$ cat src/hdl/sbir_pkg.sv
// ----------------------------------------------------------------------------
// sbir_pkg: shared types and constants for the serial boot image receiver
// Holds the event codes, the result bundle and the field widths.
// ----------------------------------------------------------------------------
package sbir_pkg;

   // address entry limits
   localparam int unsigned MAX_ADDRESS_DIGITS = 8;
   localparam int unsigned DIGIT_CNT_W        = $clog2(MAX_ADDRESS_DIGITS + 1);

   // field widths
   localparam int unsigned BYTE_W  = 8;
   localparam int unsigned ADDR_W  = 32;
   localparam int unsigned EVENT_W = 3;

   // reset value of the default load address
   localparam logic [ADDR_W-1:0] DEFAULT_LOAD_ADDR_RST = 32'h0008_0000;

   // per-byte event codes
   typedef enum logic [EVENT_W-1:0] {
      EV_CONSUMED = 3'd0,
      EV_STORE    = 3'd1,
      EV_ABORT    = 3'd2,
      EV_START    = 3'd3,
      EV_FAIL     = 3'd4
   } event_type;

   // one result transaction
   typedef struct packed {
      event_type             event_res;
      logic [ADDR_W-1:0]     target_address;
      logic [BYTE_W-1:0]     store_data;
   } result_type;

endpackage

$ cat src/hdl/serial_boot_image_receiver.sv
// ----------------------------------------------------------------------------
// serial_boot_image_receiver: boot image receiver for a serial byte stream
// Parses a hex load address, a size/checksum header and the image payload,
// and reports one event per received byte.
//
//   channel   direction  ports               contents
//   req       in         req_t*              received byte
//   rsp       out        rsp_t*              event, address, store byte
//   csr       in         csr_wr_en/_data     default load address
//
// One byte per cycle while rsp_tready is high; a byte's result passes through
// the input register, then the result register, before it is presented.
// Reset clears the protocol state and loads the default address 0x80000.
// A stalled result holds in the result register while one more byte waits
// in the input register; the per-byte update sets the single-cycle rate.
// ----------------------------------------------------------------------------
module serial_boot_image_receiver (
   input  logic        clock,
   input  logic        reset,
   // request: [7:0] rx_byte
   input  logic        req_tvalid,
   output logic        req_tready,
   input  logic [7:0]  req_tdata,
   // response: [31:0] target_address, [39:32] store_data
   output logic        rsp_tvalid,
   input  logic        rsp_tready,
   output logic [39:0] rsp_tdata,
   // response: [2:0] event_res
   output logic [2:0]  rsp_tuser,
   // configuration: default load address
   input  logic        csr_wr_en,
   input  logic [31:0] csr_wr_data
);

   logic                               in_valid_ff;
   logic [sbir_pkg::BYTE_W-1:0]        in_byte_ff;
   logic                               out_valid_ff;
   sbir_pkg::result_type               out_result_ff;
   logic [sbir_pkg::ADDR_W-1:0]        default_addr_ff;
   sbir_pkg::result_type               step_result;
   logic                               advance;

   // move the held byte into the result register when it is free
   assign advance    = in_valid_ff && (!out_valid_ff || rsp_tready);
   assign req_tready = !in_valid_ff || advance;

   // configuration register
   always_ff @(posedge clock) begin
      if (reset) begin
         default_addr_ff <= sbir_pkg::DEFAULT_LOAD_ADDR_RST;
      end else if (csr_wr_en) begin
         default_addr_ff <= csr_wr_data;
      end
   end

   // input register
   always_ff @(posedge clock) begin
      if (reset) begin
         in_valid_ff <= 1'b0;
      end else if (req_tready) begin
         in_valid_ff <= req_tvalid;
      end
   end

   always_ff @(posedge clock) begin
      if (req_tready && req_tvalid) begin
         in_byte_ff <= req_tdata;
      end
   end

   sbir_core u_core (
      .clock        (clock),
      .reset        (reset),
      .step_en      (advance),
      .rx_byte      (in_byte_ff),
      .default_addr (default_addr_ff),
      .result       (step_result)
   );

   // result register
   always_ff @(posedge clock) begin
      if (reset) begin
         out_valid_ff <= 1'b0;
      end else if (advance) begin
         out_valid_ff <= 1'b1;
      end else if (rsp_tready) begin
         out_valid_ff <= 1'b0;
      end
   end

   always_ff @(posedge clock) begin
      if (advance) begin
         out_result_ff <= step_result;
      end
   end

   assign rsp_tvalid = out_valid_ff;
   assign rsp_tdata  = {out_result_ff.store_data, out_result_ff.target_address};
   assign rsp_tuser  = out_result_ff.event_res;

endmodule

$ cat src/hdl/sbir_core.sv
// ----------------------------------------------------------------------------
// sbir_core: protocol state and per-byte update
// Holds the entry/header/payload state and computes the result of one byte.
// ----------------------------------------------------------------------------
module sbir_core (
   input  logic                          clock,
   input  logic                          reset,
   input  logic                          step_en,
   input  logic [sbir_pkg::BYTE_W-1:0]   rx_byte,
   input  logic [sbir_pkg::ADDR_W-1:0]   default_addr,
   output sbir_pkg::result_type          result
);

   typedef enum logic [1:0] {
      PH_ENTRY   = 2'd0,
      PH_HEADER  = 2'd1,
      PH_PAYLOAD = 2'd2,
      PH_REPORT  = 2'd3
   } phase_type;

   localparam logic [sbir_pkg::BYTE_W-1:0] CH_LF  = 8'h0A;
   localparam logic [sbir_pkg::BYTE_W-1:0] CH_ETX = 8'h03;
   localparam logic [sbir_pkg::BYTE_W-1:0] CH_BS  = 8'h08;
   localparam logic [sbir_pkg::BYTE_W-1:0] CH_DEL = 8'h7F;
   localparam logic [sbir_pkg::DIGIT_CNT_W-1:0] DIGITS_FULL =
      sbir_pkg::DIGIT_CNT_W'(sbir_pkg::MAX_ADDRESS_DIGITS);

   phase_type                           phase_ff,     phase_in;
   logic [sbir_pkg::ADDR_W-1:0]         entered_ff,   entered_in;
   logic [sbir_pkg::DIGIT_CNT_W-1:0]    digits_ff,    digits_in;
   logic [2:0]                          hdr_cnt_ff,   hdr_cnt_in;
   logic [31:0]                         size_ff,      size_in;
   logic [31:0]                         csum_ff,      csum_in;
   logic [31:0]                         pay_cnt_ff,   pay_cnt_in;

   logic [31:0]                         hdr_shift;
   logic                                hex_ok;
   logic [3:0]                          hex_val;

   // hex digit decode
   always_comb begin
      hex_ok  = 1'b1;
      hex_val = 4'd0;
      if (rx_byte inside {[8'h30:8'h39]}) begin
         hex_val = 4'(rx_byte - 8'h30);
      end else if (rx_byte inside {[8'h61:8'h66]}) begin
         hex_val = 4'(rx_byte - 8'h57);
      end else if (rx_byte inside {[8'h41:8'h46]}) begin
         hex_val = 4'(rx_byte - 8'h37);
      end else begin
         hex_ok = 1'b0;
      end
   end

   assign hdr_shift = {(hdr_cnt_ff[2] ? csum_ff[23:0] : size_ff[23:0]), rx_byte};

   // next state and result of one byte
   always_comb begin
      phase_in   = phase_ff;
      entered_in = entered_ff;
      digits_in  = digits_ff;
      hdr_cnt_in = hdr_cnt_ff;
      size_in    = size_ff;
      csum_in    = csum_ff;
      pay_cnt_in = pay_cnt_ff;
      result.event_res      = sbir_pkg::EV_CONSUMED;
      result.target_address = '0;
      result.store_data     = '0;

      case (phase_ff)
         PH_ENTRY: begin
            if (rx_byte == CH_LF) begin
               if (entered_ff == '0) begin
                  entered_in = default_addr;
               end
               phase_in   = PH_HEADER;
               hdr_cnt_in = '0;
               size_in    = '0;
               csum_in    = '0;
            end else if (digits_ff >= DIGITS_FULL) begin
               // entry full: ignore everything but newline
            end else if (rx_byte == CH_ETX) begin
               entered_in = '0;
               digits_in  = '0;
               hdr_cnt_in = '0;
               result.event_res = sbir_pkg::EV_ABORT;
            end else if (rx_byte == CH_BS || rx_byte == CH_DEL) begin
               if (digits_ff != '0) begin
                  digits_in  = digits_ff - 1'b1;
                  entered_in = {4'd0, entered_ff[31:4]};
               end
            end else if (hex_ok) begin
               entered_in = {entered_ff[27:0], hex_val};
               digits_in  = digits_ff + 1'b1;
            end
         end
         PH_HEADER: begin
            if (!hdr_cnt_ff[2]) begin
               size_in = hdr_shift;
            end else begin
               csum_in = hdr_shift;
            end
            hdr_cnt_in = hdr_cnt_ff + 1'b1;
            // last header byte: size sanity and zero-size report
            if (hdr_cnt_ff == 3'd7) begin
               if (size_in[31]) begin
                  size_in = '0;
               end
               pay_cnt_in = '0;
               if (size_in == '0) begin
                  if (csum_in == '0) begin
                     result.event_res      = sbir_pkg::EV_START;
                     result.target_address = entered_ff;
                  end else begin
                     result.event_res = sbir_pkg::EV_FAIL;
                  end
                  phase_in   = PH_ENTRY;
                  entered_in = '0;
                  digits_in  = '0;
                  hdr_cnt_in = '0;
               end else begin
                  phase_in = PH_PAYLOAD;
               end
            end
         end
         PH_PAYLOAD: begin
            result.event_res      = sbir_pkg::EV_STORE;
            result.target_address = entered_ff + pay_cnt_ff;
            result.store_data     = rx_byte;
            csum_in    = csum_ff - {24'd0, rx_byte};
            pay_cnt_in = pay_cnt_ff + 32'd1;
            if (pay_cnt_in >= size_ff) begin
               phase_in = PH_REPORT;
            end
         end
         PH_REPORT: begin
            if (csum_ff == '0) begin
               result.event_res      = sbir_pkg::EV_START;
               result.target_address = entered_ff;
            end else begin
               result.event_res = sbir_pkg::EV_FAIL;
            end
            phase_in   = PH_ENTRY;
            entered_in = '0;
            digits_in  = '0;
            hdr_cnt_in = '0;
         end
         default: begin
            phase_in = PH_ENTRY;
         end
      endcase
   end

   // state registers
   always_ff @(posedge clock) begin
      if (reset) begin
         phase_ff   <= PH_ENTRY;
         entered_ff <= '0;
         digits_ff  <= '0;
         hdr_cnt_ff <= '0;
         size_ff    <= '0;
         csum_ff    <= '0;
         pay_cnt_ff <= '0;
      end else if (step_en) begin
         phase_ff   <= phase_in;
         entered_ff <= entered_in;
         digits_ff  <= digits_in;
         hdr_cnt_ff <= hdr_cnt_in;
         size_ff    <= size_in;
         csum_ff    <= csum_in;
         pay_cnt_ff <= pay_cnt_in;
      end
   end

endmodule
$ cat config.mk
export PLATFORM = sky130hd
export DESIGN_NAME = serial_boot_image_receiver
export DESIGN_NICKNAME = d
export VERILOG_FILES = /design/src/hdl/sbir_pkg.sv /design/src/hdl/serial_boot_image_receiver.sv /design/src/hdl/sbir_core.sv
export SDC_FILE = /design/constraint.sdc
export NUM_CORES = 1
export LEC_CHECK = 0
export ABC_AREA = 0
export BUFFER_PORTS_ARGS = -buffer_cell sky130_fd_sc_hd__buf_2
export CAP_MARGIN = 20
export CORE_ASPECT_RATIO = 1.75
export CORE_UTILIZATION = 56
export DETAILED_ROUTE_END_ITERATION = 10
export PLACE_DENSITY = 0.83
export SYNTH_ARGS = -nofsm -noshare
export SYNTH_HDL_FRONTEND = slang
export SYNTH_SLANG_ARGS = --single-unit
export TNS_END_PERCENT = 1
$ cat constraint.sdc
create_clock -name clock -period 3.7 [get_ports clock]
set_input_delay 0.185 -clock clock [delete_from_list [all_inputs] [get_ports clock]]
set_output_delay 0.185 -clock clock [all_outputs]
set_load 0.03 [all_outputs]
; Word level (Yosys, flattened, before mapping)
; Index checks and enable logic that the tools add are counted.
[totals]
regBits = 222
latch_bits = 0
mem_bits_rw = 0
romBits = 0
output_inout_bits = 45
word_cells = 143
memories = 0
[classes]
add_sub_neg = 9
n_mul = 0
div = 0
magnitude_cmp = 8
n_eq_ne = 21
shift = 0
n_mux = 63
bitwise_logic = 0
n_reduce_logical = 28
[ops]
columns = operator, count
row1 = $mux 32, 20
row2 = $pmux 32 s3, 3
row3 = $logic_not 32->1, 4
row4 = $pmux 32 s2, 2
row5 = $mux 35, 2
row6 = $mux 4, 11
row7 = $add 32x1->32 const B, 1
row8 = $add 32x32->32, 1
row9 = $ge 32x32->1, 1
row10 = $sub 32x8->32, 1
row11 = $mux 31, 1
row12 = $mux 3, 9
row13 = $mux 24, 1
row14 = $eq 8x4->1 const B, 2
row15 = $ge 8x7->1 const B, 2
row16 = $le 8x7->1 const B, 2
row17 = $reduce_and 8->1, 2
row18 = $pmux 3 s4, 1
row19 = $pmux 4 s3, 1
row20 = $mux 2, 5
row21 = $pmux 3 s3, 1
row22 = $reduce_and 3->1, 3
row23 = $eq 8x2->1 const B, 1
row24 = $eq 8x7->1 const B, 1
row25 = other kinds (29), 51

; Longest topological paths before layout
; Gate-level depths: netlist of the first run.
[logic_depth]
ltp_word = 11
ltp_mapped = 18

; Hierarchy
; A second synthesis of the first run with hierarchy kept.
[unflattened]
hier_cells = 1716
area_unflattened_um2 = 14207.4
[by_module_without_submodules]
columns = module, instances, cells_each, area_each_um2, seq_area_each_um2
row1 = sbir_core, 1, 1551, 11421.0, 2742.6
row2 = serial_boot_image_receiver, 1, 165, 2786.4, 2212.1

; Worst setup path before layout of the first run
; OpenSTA, ideal clock, no wires.
[synth_timing]
kind = register to register
startpoint = register u_core.pay_cnt_ff[8]
endpoint = register u_core.phase_ff[0]
setup_ns = 0.091
arrival_time_ns = 3.770
t_required_ns = 3.609
slack_ns = -0.161
path_stages_with_launch = 18
period_less_slack_ns = 3.861
path_cell_list = dfxtp_1 > clkbuf_1 > and3_1 > nand3_1 > nor3_1 > nand3_1 > nor2_1 > nand3_1 > nor2_1 > xor2_1 > ha_1 > nand4_1 > nor3_1 > nand4_1 > or3_1 > o31ai_1 > a21oi_1 > a311oi_1
[synth_via]
elab_chain_cells = 4
[synth_lines]
columns = item, line
row1 = from (decl), sbir_core.sv:34  ; logic [31:0] pay_cnt_ff, pay_cnt_in;
row2 = from (signal assigned), sbir_core.sv:171  ; pay_cnt_ff <= pay_cnt_in;
row3 = $add 32x1->32, sbir_core.sv:131  ; pay_cnt_in = pay_cnt_ff + 32'd1;
row4 = $ge 32x32->1, sbir_core.sv:132  ; if (pay_cnt_in >= size_ff) begin
row5 = $ne 2x1->1 (no line), --
row6 = $reduce_and 4->1 (no line), --
row7 = to (signal assigned), sbir_core.sv:165  ; phase_ff <= phase_in;
row8 = to (decl), sbir_core.sv:28  ; phase_type phase_ff, phase_in;
; No other way between the ends.
; A chain may end at the register's enable or synchronous reset.

==> impl_metrics.tcl, run 1 <==
set metrics [dict create \
    max_cap_viol_count 0 \
    ff2ff_setup_slack_ns 0.05 \
    rsz0062_at_grt "true" \
    power_density_nw_per_um2 314 \
    synth.avg_cell_area_um2 8.36 \
    dp_hpwl_um 32600 \
    synthCells 1627 \
    instances_no_fill 2131 \
    synth.distinct_cells 73 \
    fill_cells 1847 \
    max-clock-path-buffers 3 \
    syn-cell-area_um2 13600 \
    numPlacedInstances 2040 \
    hold_viol 0 \
    cts.htree.levels 1 \
    antenna_left 0 \
    period_share_pct 98.8 \
    core_um2 23900 \
    antenna_found_initial 0 \
    grt_use_total_pct 37.1 \
    cts_buffers 22 \
    status "finished, final reports clean" \
    critPathMaxFanout 4 \
    synth_nets 1762 \
    ys_seq_elements 222 \
    fp-row-count 75 \
    cts_tree "built" \
    numPortBuffers 89 \
    whs_ns 0.258 \
    dieArea_um2 25000 \
    power_mw 5.15 \
    critPathLaunchType "register" \
    ys.flop_type "dfxtp_1" \
    worst_pin_slew_ns 0.993 \
    fin_crit_ns 3.65 \
    clk_latency_ns 0.54 \
    nNetsFinal 1942 \
    startpoint "u_core.pay_cnt_ff[2]" \
    worstSetupPathType "register to register" \
    setup-violations-final 0 \
    path_clk_slew_ns 0.07 \
    irDropWorstVdd_mv 0.392 \
    r2r_start "u_core.pay_cnt_ff[2]" \
    synth-edff-count 51 \
    async_reset_ff_share_pct 0 \
    drc 0 \
    worstHoldPathType "input pin to register" \
    slew_viol_final 0 \
    max_slew_margin_pct 33.7 \
    grt_first_pass_wirelength_um 72300 \
    slowest_delay_ns 0.36 \
    power.leakage_nw 6.84 \
    layout-drive-gt1-share_pct 16.7 \
    syn_to_final_growth_pct 20.4 \
    wl_per_cell_um 21.8 \
    fmax_mhz 274 \
    die_y_um 208 \
    ys_warn_count 0 \
    ioPinCount 90 \
    required_ns 4.14 \
    cp.arrival_ns 4.10 \
    root_buffer "clkbuf_16" \
    firstDrtPassIters 6 \
    grt_max_degree 172 \
    clkSinkCount 222 \
    grt-ovfl-total 0 \
    wirelength_um 46500 \
    cp_slowest_cell "a2111o_1" \
    ff2ff_path_depth 19 \
    vias_per_cell 6.42 \
    endpoint_kind "register" \
    yosysSeqAreaShare_pct 36.4 \
    vias 13700 \
    grt_pass1_vias 13600 \
    finClkSkew_ns 0.0266 \
    gp_congestion 1.07 \
    die_w_um 120 \
    crit_chain "and4_4 -> and2_4 -> nand2_2 -> nor2_4 -> buf_6 -> nand3_4 -> nor3_4 -> nand4_1 -> xnor2_2 -> ha_1 -> nand4_1 -> buf_4 -> nor3_1 -> a2111o_1 -> a211oi_2 -> o31ai_2 -> buf_4 -> a311o_1 -> o31ai_1" \
    drt_iter0_markers 1274 \
    start_util_pct 56.9 \
]
## sequential cells by signal, summed over array words and instances, names as in the netlist, 3 cells and up, named ones only
register	flops
default_addr_ff	32
in_byte_ff	8
u_core.csum_ff	32
u_core.hdr_cnt_ff	3
rsp_tdata	40
u_core.digits_ff	4
u_core.size_ff	32
rsp_tuser	3
u_core.entered_ff	32
u_core.pay_cnt_ff	32
## layout by cell type (no fill, tap or decap), drive strengths merged, types with 36 or more instances in the layout
cell         netlist  routed
a21oi             95      95
a22oi             86      86
buf               14     207
dfxtp            171     171
dlygate4sd3        0      42
edfxtp            51      51
ha                87      87
inv               62      62
mux2i             41      41
nand2            176     176
nand3b            36      36
nor2             194     194
o21ai             79      79
o31ai             38      38
xnor2             41      41
## power by group
group	internal [mW]	switching (mW)	leakage (nW)
combinational	0.118	0.183	4.60
clock	1.30	0.997	0.354
sequential	2.52	0.0320	1.88
total	3.94	1.21	6.84
## worst min path at each step
stage	from	endpoint	slack [ns]	depth (start not counted)
3_5_place_dp	req_tdata[4]	in_byte_ff[4]	0.36	1
3_3_place_gp	req_tdata[3]	in_byte_ff[3]	0.36	1
4_1_cts	reset	u_core.csum_ff[6]	0.27	3
5_1_grt	reset	u_core.csum_ff[7]	0.29	3
2_1_floorplan	req_tdata[0]	in_byte_ff[0]	0.28	0
6_report	reset	default_addr_ff[30]	0.26	3
## through the flow
stage | utilization (%) | TNS [ns] | cell area, um^2 | setup WS, ns
2_1_floorplan | - | -0.0262 | 13600 | -0.0262
3_3_place_gp | 62.6 | 0 | 15000 | 0.0195
3_5_place_dp | 62.6 | -0.136 | 15000 | -0.0691
4_1_cts | 67.7 | 0 | 16200 | 0.00320
5_1_grt | 68.5 | -0.124 | 16400 | -0.0815
6_report | 68.5 | 0 | 16400 | 0.0450
## kinds of logic (layout without fill, tap and decap cells)
group	count (synthesis)	in the layout	share of synthesized area, %
flip-flops	222	222	36.4
AO/OA/AOI/OAI	429	429	21.1
other	0	1	0
AND/OR/NAND/NOR	611	611	21.5
buffers and inverters	157	352	4.40
adder cells (fa/ha/maj)	90	90	8.44
multiplexers	50	50	3.76
XOR/XNOR	68	68	4.38
## synthesized netlist by cell type, types with 8 or more instances
cell / count / share of area, %
a21o_1: 34 / 1.9
nand2b_1: 15 / 0.69
and2_1: 10 / 0.46
dfxtp_1: 171 / 25
or3_1: 15 / 0.69
nor4_1: 23 / 1.1
xnor2_1: 41 / 2.6
nor2b_1: 11 / 0.51
nand2_1: 176 / 4.9
nand3_1: 29 / 1.1
a31oi_1: 11 / 0.51
nor2_1: 194 / 5.4
and3_1: 18 / 0.83
o21ai_0: 51 / 1.9
nor3_1: 33 / 1.2
o22ai_1: 11 / 0.51
xor2_1: 27 / 1.7
nand3b_1: 36 / 2.0
o31ai_1: 38 / 2.1
clkbuf_1: 79 / 2.2
mux2i_1: 41 / 3.0
ha_1: 87 / 8.0
buf_1: 8 / 0.22
inv_1: 61 / 1.7
nand4_1: 24 / 1.1
a22oi_1: 86 / 4.7
a21oi_1: 95 / 3.5
edfxtp_1: 51 / 11
o21ai_1: 27 / 0.99
o21bai_1: 8 / 0.44
mux2_2: 9 / 0.74
## final cells by class
| class | count | area, um^2 | area share [%] |
|---|---|---|---|
| antenna | 1 | 2.50 | 0.0153 |
| clock buffer | 27 | 601 | 3.67 |
| clock inverter | 12 | 124 | 0.756 |
| inverter | 64 | 240 | 1.47 |
| multi-input combinational | 1248 | 8260 | 50.4 |
| sequential | 222 | 4970 | 30.3 |
| tap | 308 | 385 | 2.35 |
| timing repair buffer | 249 | 1810 | 11.1 |
## critical path, delay by kind of cell, from the launching register on
family                     cells  cell delay (ns)
buffers and inverters          3             0.43
xor gates and xnor gates       1             0.20
AOI/OAI and AO/OA              5             1.13
and+or+nand+nor                9             1.13
adders and majority gates      1             0.32
DFF                            1             0.34
## per-layer routing
| metal | wire, um | GRT usage [%] | up-vias |
|---|---|---|---|
| met5 | 0 | 0 | - |
| met4 | 5010 | 35.0 | 0 |
| met3 | 3250 | 6.83 | 269 |
| met2 | 22900 | 64.0 | 743 |
| met1 | 15400 | 36.9 | 6374 |
| li1 | - | - | 6294 |
## repair_timing
item / in CTS / in global routing
endpoints found under the hold margin: 42 / 0
setup buffers: 2 / 7
resized for setup: 14 / 35
cloned: 0 / 0
hold buffers: 42 / 0
pin swaps: 6 / 19
setup endpoints to repair: 2 / 6
Power figures use the tool's default switching activity.
==> run 2, diff against run 1 <==
--- a/config.mk
+++ b/config.mk
@@ -5,13 +5,13 @@
 export SDC_FILE = /design/constraint.sdc
 export NUM_CORES = 1
 export LEC_CHECK = 0
-export ABC_AREA = 0
+export ABC_AREA = 1
 export BUFFER_PORTS_ARGS = -buffer_cell sky130_fd_sc_hd__buf_2
 export CAP_MARGIN = 20
 export CORE_ASPECT_RATIO = 1.75
 export CORE_UTILIZATION = 56
 export DETAILED_ROUTE_END_ITERATION = 10
-export PLACE_DENSITY = 0.83
+export PLACE_DENSITY = 0.82
 export SYNTH_ARGS = -nofsm -noshare
 export SYNTH_HDL_FRONTEND = slang
 export SYNTH_SLANG_ARGS = --single-unit
==> run 2 against run 1 <==
  * Routed wire length grew 18%
  * First-iteration DRC count grew 1.3%
  * Sequential cell count is the same
  * Highest routed layer unchanged
  * Clock power is 4% higher
  * Fmax grew 10%
  * Sequential share of layout area decreased by 1.9 points
  * Non-clock buffer count fell by 81
  * Total power up 2.6%
  * Worst hold slack worse by 0.19 ns
  * Die area up 14%
  * Critical path depth is 2 higher
==> impl_metrics.tcl, run 2 <==
set metrics [dict create \
    instances_no_fill 2892 \
    critPathMaxFanout 6 \
    fmax_mhz 302 \
    yosysSeqAreaShare_pct 32.0 \
    antenna_found_initial 0 \
    die_y_um 222 \
    power_density_nw_per_um2 302 \
    nNetsFinal 2642 \
    ioPinCount 90 \
    top_usage_layer "met2" \
    die_w_um 128 \
    worst_pin_slew_ns 1.01 \
    dieArea_um2 28400 \
    vias 17000 \
    layout-drive-gt1-share_pct 7.33 \
    antenna_left 0 \
    gr-usage-met3_pct 5.55 \
    tns_ns 0 \
    worstHoldPathType "input pin to register" \
    slowest_delay_ns 0.43 \
    numPlacedInstances 2808 \
    layout_commonest_cell "nand2_1" \
    synthCells 2414 \
    async_reset_ff_share_pct 0 \
    grtUsageMet1_pct 37.2 \
    synth-edff-count 51 \
    max_slew_margin_pct 32.4 \
    root_buffer "clkbuf_16" \
    required_ns 4.15 \
    setup-violations-final 0 \
    dp_hpwl_um 40200 \
    finClkSkew_ns 0.0139 \
    cts_tree "built" \
    final_cell_mix "nand2_1, nor2_1, inv_1" \
    place_area_um2 16300 \
    yosys.area.top_type_share_pct 22.1 \
    hold_viol 0 \
    synth_nets 2549 \
    cp_slowest_cell "dfxtp_1" \
    ys.flop_type "dfxtp_1" \
    synth_common_cells "nand2_1, nor2_1, inv_1, a21oi_1, o21ai_0" \
    wirelength_um 54900 \
    syn_to_final_growth_pct 12.7 \
    syn-cell-area_um2 15500 \
    core_um2 27200 \
    largest_register_ff_count 40 \
    startpoint "u_core.pay_cnt_ff[0]" \
    antenna_cells 0 \
    worstSetupPathType "register to register" \
    cp_top_family "simple AND/OR/NAND/NOR gates" \
    start_util_pct 57.0 \
    firstDrtPassIters 6 \
    endpoint_kind "register" \
    synth.avg_cell_area_um2 6.42 \
    r2r_start "u_core.pay_cnt_ff[0]" \
    yosys.cell_count.top_type "nand2_1" \
    grt_first_pass_wirelength_um 85400 \
    synth.distinct_cells 39 \
    design_area_um2 17500 \
    fp-row-count 80 \
    fill_cells 2491 \
    cp.arrival_ns 3.76 \
    grt_pass1_vias 16600 \
    cts_buffers 23 \
    vias_per_cell 5.88 \
    irDropWorstVdd_mv 0.365 \
    crit_buf_inv 6 \
    post-route-util_pct 64.2 \
    gp_congestion 1.07 \
    use_met2_pct 68.8 \
    yosysTopAreaCell "dfxtp_1" \
    synth.area.top_cells "dfxtp_1, nand2_1, edfxtp_1" \
    wl_per_cell_um 19.0 \
    path_common_cell "inv_1" \
    grt_use_total_pct 38.9 \
    max_cap_viol_count 0 \
    rsz0062_at_grt "false" \
    whs_ns 0.0662 \
    slew_viol_final 0 \
    clk_latency_ns 0.55 \
    ff2ff_setup_slack_ns 0.39 \
    grt-ovfl-total 0 \
    period_share_pct 89.5 \
    drt_iter0_markers 1291 \
    numPortBuffers 89 \
    clkSinkCount 222 \
    fin_crit_ns 3.31 \
    grt_max_degree 76 \
    cts.htree.levels 1 \
    power.leakage_nw 7.65 \
    ys_warn_count 0 \
    crit_chain "ha_1 -> inv_1 -> nor3_2 -> inv_1 -> nor2_1 -> inv_1 -> nor2_1 -> nand3b_1 -> xor2_1 -> inv_1 -> ha_1 -> nand2_1 -> nor2_1 -> nand4_1 -> inv_1 -> a21oi_1 -> nand4_1 -> nand3_1 -> nand2_1 -> inv_1 -> nor2_1" \
    drc 0 \
    path_clk_slew_ns 0.07 \
    status "finished, final reports clean" \
    max-clock-path-buffers 3 \
    cp_num_cells 21 \
    ff2ff_path_depth 21 \
    critPathLaunchType "register" \
    ys_seq_elements 222 \
]
==> run 2: cell types whose count changed after synthesis, sizes merged, moves of 29 or more <==
cell	delta
nand2	+478
inv	+190
a21oi	+153
nand3	+147
o21ai	+130
a22oi	-86
nor2	+73
mux2i	-41
o31ai	-38
xnor2	-33
nand3b	-29
==> run 2: final cells by class <==
| cell class | instances | area (um^2) | share of cell area (%) |
|---|---|---|---|
| multi-input cells | 1837 | 9160 | 52.4 |
| flip-flops and latches | 222 | 4960 | 28.4 |
| repair buffers | 168 | 1170 | 6.72 |
| inverters | 255 | 957 | 5.48 |
| clock buffers | 31 | 661 | 3.78 |
| well taps | 369 | 462 | 2.64 |
| clock inverters | 10 | 103 | 0.587 |
==> run 2: worst min path at each step <==
stage	start	to	slack, ns	depth (start not counted)
finish	reset	u_core.csum_ff[13]	0.07	2
global placement	req_tdata[3]	in_byte_ff[3]	0.36	1
floorplan	req_tdata[0]	in_byte_ff[0]	0.28	0
CTS	reset	u_core.csum_ff[13]	0.06	2
detailed placement	req_tdata[5]	in_byte_ff[5]	0.36	1
global route	reset	u_core.csum_ff[29]	0.07	2
==> run 2: power by group <==
group          switching [mW]  internal (mW)  leakage, nW
combinational           0.213          0.108         5.39
sequential             0.0345           2.52         1.88
clock                    1.06           1.34        0.379
total                    1.31           3.98         7.65
==> run 2: worst reg2reg max path, cell delays in order, from the launching register on <==
cell and delay (ns):
dfxtp_1 0.43, ha_1 0.24, inv_1 0.09, nor3_2 0.17
inv_1 0.12, nor2_1 0.14, inv_1 0.10, nor2_1 0.18
nand3b_1 0.12, xor2_1 0.15, inv_1 0.08, ha_1 0.27
nand2_1 0.09, nor2_1 0.06, nand4_1 0.12, inv_1 0.06
a21oi_1 0.22, nand4_1 0.27, nand3_1 0.16, nand2_1 0.07
inv_1 0.05, nor2_1 0.04
==> run 2: kinds of logic (layout without fill, tap and decap cells) <==
logic type               Yosys count  count (layout)  synth area share (%)
flip-flops                       222             222                  32.0
AO/OA/AOI/OAI                    515             515                  17.6
buffers and inverters            355             464                  9.21
XOR/XNOR                          33              33                  1.86
adder cells (fa/ha/maj)           90              90                  7.41
AND/OR/NAND/NOR                 1199            1199                  32.0
==> run 2: metal layers <==
metal	up-vias	share of wire, %
met2	751	50
met5	-	0
met4	0	11
met3	324	5.6
li1	8175	-
met1	7759	33
==> run 2: timing repair <==
| action | in CTS | in global routing |
|---|---|---|
| endpoints found under the hold margin | 42 | 0 |
| setup buffers | 0 | 0 |
| hold buffers | 43 | 0 |
| gates resized for setup | 0 | 3 |
| endpoints found under the setup margin | 0 | 1 |
==> run 2: through the flow <==
stage	total power, mW	worst slack (ns)
3_3_place_gp	2.88	0.439
5_1_grt	5.41	0.0363
4_1_cts	5.29	0.275
2_1_floorplan	2.79	0.938
3_5_place_dp	2.88	0.328
6_report	5.28	0.389
